[src/design/lwa_pkg.sv]
// lwa_pkg: shared constants, command codes, state type and the control and
// status structs used between the controller and the datapath.
// no dependencies.
`default_nettype none

package lwa_pkg;

  localparam int MAX_WIDTH   = 64;
  localparam int MAX_LENGTH  = 64;
  localparam int STORE_DEPTH = MAX_WIDTH * MAX_LENGTH;
  localparam int ADDR_W      = $clog2(STORE_DEPTH);

  localparam int DIM_W   = 7;    // grid size registers
  localparam int COORD_W = 6;    // x_pos, y_pos, window_radius
  localparam int SAMP_W  = 16;   // amplitudes, scale factor, average
  localparam int CNT_W   = ADDR_W + 1;          // entry count up to STORE_DEPTH
  localparam int SUM_W   = SAMP_W + ADDR_W;     // window sum incl. sign
  localparam int PROD_W  = 2 * SAMP_W;
  localparam int DIV_CNT_W = $clog2(SUM_W);
  localparam int FRAC_BITS = 8;

  localparam int REG_IDX_W  = 2;
  localparam int CMD_W      = 2;

  localparam logic [REG_IDX_W-1:0] REG_GRID_WIDTH  = REG_IDX_W'(0);
  localparam logic [REG_IDX_W-1:0] REG_GRID_LENGTH = REG_IDX_W'(1);

  localparam logic signed [SAMP_W-1:0] SCALE_ONE = SAMP_W'(256);

  typedef enum logic [CMD_W-1:0] {
    OP_WRITE = 2'd0,
    OP_QUERY = 2'd1,
    OP_SCALE = 2'd2,
    OP_NOP   = 2'd3
  } lwa_op_t;

  typedef enum logic [3:0] {
    ST_IDLE,
    ST_DECODE,
    ST_SCL_RD,
    ST_SCL_MUL,
    ST_SCL_WR,
    ST_Q_BASE,
    ST_Q_WALK,
    ST_Q_DRAIN,
    ST_Q_DIV_INIT,
    ST_Q_DIV,
    ST_DONE
  } lwa_state_t;

  typedef struct packed {
    logic cap_item;
    logic do_write;
    logic scl_rd;
    logic scl_mul;
    logic scl_wr;
    logic q_setup;
    logic walk_start;
    logic walk_step;
    logic div_start;
    logic div_step;
    logic load_out;
  } lwa_ctl_t;

  typedef struct packed {
    lwa_op_t op;
    logic    scale_skip;
    logic    q_empty;
    logic    scl_last;
    logic    walk_last;
    logic    div_done;
    logic    out_busy;
  } lwa_sts_t;

endpackage

`default_nettype wire

[src/design/lwa_ctrl.sv]
// lwa_ctrl: command sequencer for write, scale and window query.
// depends on lwa_pkg; drives the datapath through lwa_ctl_t.
`default_nettype none

module lwa_ctrl
  import lwa_pkg::*;
(
  input  wire logic     clk,
  input  wire logic     rst_n,
  input  wire logic     in_valid,
  output logic          in_ready,
  input  wire lwa_sts_t sts,
  output lwa_ctl_t      ctl
);

  lwa_state_t state_r, state_nxt;

  always_ff @(posedge clk) begin
    if (!rst_n) begin
      state_r <= ST_IDLE;
    end else begin
      state_r <= state_nxt;
    end
  end

  always_comb begin
    state_nxt = state_r;
    unique case (state_r)
      ST_IDLE: begin
        if (in_valid) state_nxt = ST_DECODE;
      end
      ST_DECODE: begin
        unique case (sts.op)
          OP_QUERY: state_nxt = ST_Q_BASE;
          OP_SCALE: state_nxt = sts.scale_skip ? ST_IDLE : ST_SCL_RD;
          OP_WRITE: state_nxt = ST_IDLE;
          OP_NOP:   state_nxt = ST_IDLE;
          default:  state_nxt = ST_IDLE;
        endcase
      end
      ST_SCL_RD:     state_nxt = ST_SCL_MUL;
      ST_SCL_MUL:    state_nxt = ST_SCL_WR;
      ST_SCL_WR:     state_nxt = sts.scl_last ? ST_IDLE : ST_SCL_RD;
      ST_Q_BASE:     state_nxt = sts.q_empty ? ST_DONE : ST_Q_WALK;
      ST_Q_WALK: begin
        if (sts.walk_last) state_nxt = ST_Q_DRAIN;
      end
      ST_Q_DRAIN:    state_nxt = ST_Q_DIV_INIT;
      ST_Q_DIV_INIT: state_nxt = ST_Q_DIV;
      ST_Q_DIV: begin
        if (sts.div_done) state_nxt = ST_DONE;
      end
      ST_DONE: begin
        if (!sts.out_busy) state_nxt = ST_IDLE;
      end
      default:       state_nxt = ST_IDLE;
    endcase
  end

  always_comb begin
    ctl      = '0;
    in_ready = 1'b0;
    unique case (state_r)
      ST_IDLE: begin
        in_ready     = 1'b1;
        ctl.cap_item = in_valid;
      end
      ST_DECODE: begin
        ctl.do_write = (sts.op == OP_WRITE);
        ctl.q_setup  = (sts.op == OP_QUERY);
      end
      ST_SCL_RD:     ctl.scl_rd = 1'b1;
      ST_SCL_MUL:    ctl.scl_mul = 1'b1;
      ST_SCL_WR:     ctl.scl_wr = 1'b1;
      ST_Q_BASE:     ctl.walk_start = ~sts.q_empty;
      ST_Q_WALK:     ctl.walk_step = 1'b1;
      ST_Q_DRAIN:    ctl = '0;
      ST_Q_DIV_INIT: ctl.div_start = 1'b1;
      ST_Q_DIV:      ctl.div_step = 1'b1;
      ST_DONE:       ctl.load_out = ~sts.out_busy;
      default:       ctl = '0;
    endcase
  end

endmodule

`default_nettype wire

[config.mk]
export PLATFORM = sky130hd
export DESIGN_NAME = lwa_ctrl
export DESIGN_NICKNAME = d
export VERILOG_FILES = /design/src/design/lwa_pkg.sv /design/src/design/lwa_ctrl.sv
export SDC_FILE = /design/constraint.sdc
export NUM_CORES = 1
export LEC_CHECK = 0
export BUFFER_PORTS_ARGS = -buffer_cell sky130_fd_sc_hd__buf_2
export CAP_MARGIN = 20
export CORE_AREA = 10 10 47 49
export DETAILED_ROUTE_END_ITERATION = 8
export DIE_AREA = 0 0 57 59
export GPL_TIMING_DRIVEN = 0
export PLACE_DENSITY = 0.54
export SYNTH_ARGS = -nofsm -noshare
export SYNTH_HDL_FRONTEND = slang
export SYNTH_SLANG_ARGS = --single-unit
[constraint.sdc]
create_clock -name clk -period 3.6 [get_ports clk]
set_input_delay 0.18 -clock clk [delete_from_list [all_inputs] [get_ports clk]]
set_output_delay 0.18 -clock clk [all_outputs]
set_load 0.01 [all_outputs]
### After elaboration in Yosys (flattened, before gate mapping)

Index checks and enable logic that the tools add are counted.

| cells by class | value |
|---|---|
| add/subtract/negate cells | 0 |
| multipliers | 0 |
| div/mod/pow operators | 0 |
| $lt $le $gt $ge | 0 |
| eq/ne operators | 17 |
| shift-type cells | 0 |
| muxes and demuxes | 21 |
| bitwise gates (word level) | 2 |
| reduce and logical (&&, ||, !) cells | 4 |

Operators by type and width:

| cell | count |
|---|---|
| case mux 4 bit (11 select lines) | 1 |
| two-way mux 4 bit | 5 |
| == test 4 x 3 -> 1 bit (second input constant) | 4 |
| == test 4 bit (second input constant) | 3 |
| two-way mux 1 bit | 12 |
| case mux 4 bit (3 select lines) | 1 |
| == test 4 x 2 -> 1 bit (second input constant) | 2 |
| inequality test 2 bit (second input constant) | 4 |
| == test 2 bit (second input constant) | 2 |
| == test 4 x 1 -> 1 bit (second input constant) | 1 |
| logical NOT 4 bit | 1 |
| two-way mux 2 bit | 2 |
| AND reduction 4 bit | 1 |
| == test 2 x 1 -> 1 bit (second input constant) | 1 |
| logical NOT 2 bit | 1 |
| NOT 1 bit | 2 |
| OR reduction 2 bit | 1 |

| storage, ports and cells | value |
|---|---|
| register bits after elaboration | 4 |
| latch bits | 0 |
| bits in writable memories | 0 |
| memory bits (read-only) | 0 |
| bits of input ports | 11 |
| word-level logic and storage cells | 45 |
| memories | 0 |

### Logic depth before layout (Yosys ltp)

| logic depth | value |
|---|---|
| depth in word-level cells | 4 |
| mapped depth | 5 |

### Worst setup path before layout

No wires, ideal clock.

| timing | value |
|---|---|
| path type | reg2out |
| start point | register state_r[1] |
| end point | output ctl[10] (netlist name) |
| arrival | 1.241 ns |
| data required time | 3.420 ns |
| path slack | 2.179 ns |
| stages on the path, launching flop included | 4 |
| cell sequence | dfxtp_1 -> buf_4 -> nor4_1 -> and2_1 |

RTL lines:

| element | line | text |
|---|---|---|
| start, declared | lwa_ctrl.sv:16 | `lwa_state_t state_r, state_nxt;` |
| start signal, assigned | lwa_ctrl.sv:22 | `state_r <= state_nxt;` |
| end, declared | lwa_ctrl.sv:13 | `output lwa_ctl_t ctl` |

==> results.md <==
- Critical-path top delay cell: dfxtp_1
- Slew @ Worst Pin: 419 ps
- Main flop type after synthesis: dfxtp_1
- Die width: 57 um
- Fill cells: between 150 and 200
- Largest net degree at the start of global routing: 11
- CP Launch Type: register
- Via Count: 485
- Peak supply drop: 147 uV
- WL per Instance: roughly 13 um
- Mapped Cells: 58
- RSZ-0062 raised after global routing: no
- Core Area: 0.00140 sq mm
- Top flop regs: state_r x4
- Mean post-synth cell area: between 6 and 7 sq um
- Status: complete, no violations
- Sequential share of the synthesized area: 20.7%
- Leakage power: roughly 0.00026 uW
- Clock Sinks: 4
- Pins Over Slew Limit: 0
- Mapped Nets: a little under 70
- Initial antenna violation count: 0
- CP max FO: 10
- First-pass DRT Iterations: 4
- Final Total Pwr: 160 uW
- Final antenna-violating net count: 0
- Unique cell type count in the Yosys netlist: 27
- Vias in the first global route: a little under 500
- YS warnings: 0
- # IOs: 23
- Period utilisation layout: roughly 44%
- Pwr dens: ~300 mW/mm^2
- Crit-path cells: clkbuf_1, nand2_1, nor3_1, buf_2
- CTS tree: built
- CP required: between 3000 and 4000 ps
- Number of flops mapped to enable cells by yosys: 0
- Area leader, netlist: dfxtp_1
- Worst-Skew Late Latency: 230 ps
- Max clock buf depth: 2
- Worst path bufs/invs: 2
- Grt total ovfl: 0
- Fin nets: 96
- Post-synth top area share: 20.7%
- Setup TNS: 0 ps
- GP Congestion: a little over 0.7
- Max Cap Violations: 0
- Asr flop ratio synth: 0%
- Synth Register Bits: 4
- Crit path kind: reg2out
- Crit path max-delay family: buffers and inverters
- Most frequent cell after synthesis: nor2_1
- Post-Syn Area: between 300 and 400 sq um
- Rows: 14
- Post-CTS Setup Inserts: 0
- # resized after CTS: 0
- Setup crit end kind: output pin
- Die area: between 0.003 and 0.004 sq mm
- Hpwl dp: roughly 1000 um
- Worst hold-check path type: in2reg
- Drt initial violations: 10
- Largest Register: state_r
- Clk root buf: clkbuf_4
- Finished Cell Area: 539 sq um
- Final Hold Violating Endpoints: 0
- Final Util: 38.5%
- DRC viols: 0
- Num CTS Buffers: 3
- Worst hold slack: 202 ps
- Crit path time final: roughly 1600 ps
- Largest register FFs: 4
- H-Tree Depth: 1
- Seq. cell area: between 80 and 90 sq um
- Multi-input gate area: ~260 sq um
- Critical Path Max Stage Delay: ~400 ps
- Initial core utilization: between 20% and 30%
- CTS Hold Bufs: 0
- CTS clk-pin slew, worst paths: ~40 ps
- N_diodes: 0
- DIE HEIGHT: between 50 and 60 um
- Global-route wire length before repair: roughly 2100 um
- Overall routed net length: 1250 um
- GRT Total Usage: about 7.7%
- Port bufs: 22
- Area grow syn2layout: 39.5%
- Placed inst area: 517 sq um
- Setup-failing EPs final: 0
- Top cells by area, synth: dfxtp_1 21%, nor3_1 7.8%, nor2_1 7.8%
- Final Skew: between 2 and 2.5 ps
- Synth cell count leaders: 8 x nor2_1, 6 x nor3_1, 5 x inv_1
- Max Fclk: around 0.63 GHz
- Critical Path AT: 1400 ps
- Layout cells sized above 1: a little over a third
- Via-to-Cell Ratio: ~4.9
- Slew margin rel.: about 72%
==> worst paths after layout <==
| path | startpoint | end | cells past startpoint | slack, ps |
|---|---|---|---|---|
| setup / recovery | state_r[3]$_SDFFE_PN0P_ | ctl[0] | 4 | 2020 |
| hold / removal | rst_n | state_r[0]$_SDFFE_PN0P_ | 2 | 200 |
| setup reg to reg | state_r[1]$_SDFFE_PN0P_ | state_r[0]$_SDFFE_PN0P_ | 4 | 2210 |
| hold reg to reg | state_r[0]$_SDFFE_PN0P_ | state_r[1]$_SDFFE_PN0P_ | 3 | 670 |
==> power breakdown <==
| group | total (uW) | internal, uW | switching [uW] |
|---|---|---|---|
| logic | 56.1 | 24.3 | 31.8 |
| clock network | 54.1 | 37.2 | 16.9 |
| registers | 50.0 | 47.6 | 2.44 |
==> kinds of logic (layout without fill, tap and decap cells) <==
family	Yosys count	in the layout	share of synthesized area, %
AND/OR/NAND/NOR	30	30	39.2
buffers and inverters	9	34	11.0
flip-flops	4	4	20.7
XOR/XNOR	1	1	2.27
AO/OA/AOI/OAI	14	14	26.9
==> metrics by stage <==
stage	instances	setup WS, ps
floorplan	58	2180
global placement	96	2230
detailed placement	96	2220
CTS	99	1990
global route	99	1860
finish	99	2020
==> per-layer routing <==
metal	global-route usage (%)	wire, um
met3	3.43	105
met5	0	0
met4	6.04	19
met2	10.9	542
met1	8.84	578
==> layout make-up <==
cell class,count,share of cell area (%)
Tap cell,16,3.71
Sequential cell,4,14.8
Buffer,4,4.41
Inverter,5,3.48
Multi-Input combinational cell,45,49.0
Clock buffer,3,4.18
Timing Repair Buffer,22,20.4
==> layout by cell type, fill, tap and decap left out <==
cell / netlist / layout
a31oi_1: 2 / 2
nand2b_1: 2 / 2
o21ai_0: 3 / 3
and2_1: 2 / 2
nand3_1: 2 / 2
a211oi_1: 1 / 1
nor2_1: 8 / 8
o21a_1: 2 / 2
nor4_1: 2 / 2
dfxtp_1: 4 / 4
a2111oi_0: 1 / 1
a211oi_2: 1 / 1
or3_1: 1 / 1
nor3_1: 6 / 6
a2111oi_1: 1 / 1
nand2_1: 3 / 3
a21oi_1: 1 / 1
nor3b_1: 1 / 1
xnor2_1: 1 / 1
nor2b_1: 2 / 2
inv_1: 5 / 5
clkbuf_4: 0 / 3
and3_1: 1 / 1
buf_4: 2 / 2
o32a_1: 1 / 1
clkbuf_1: 1 / 1
buf_2: 1 / 23
o211ai_1: 1 / 1
No activity file was read; power rests on OpenSTA's default activity.
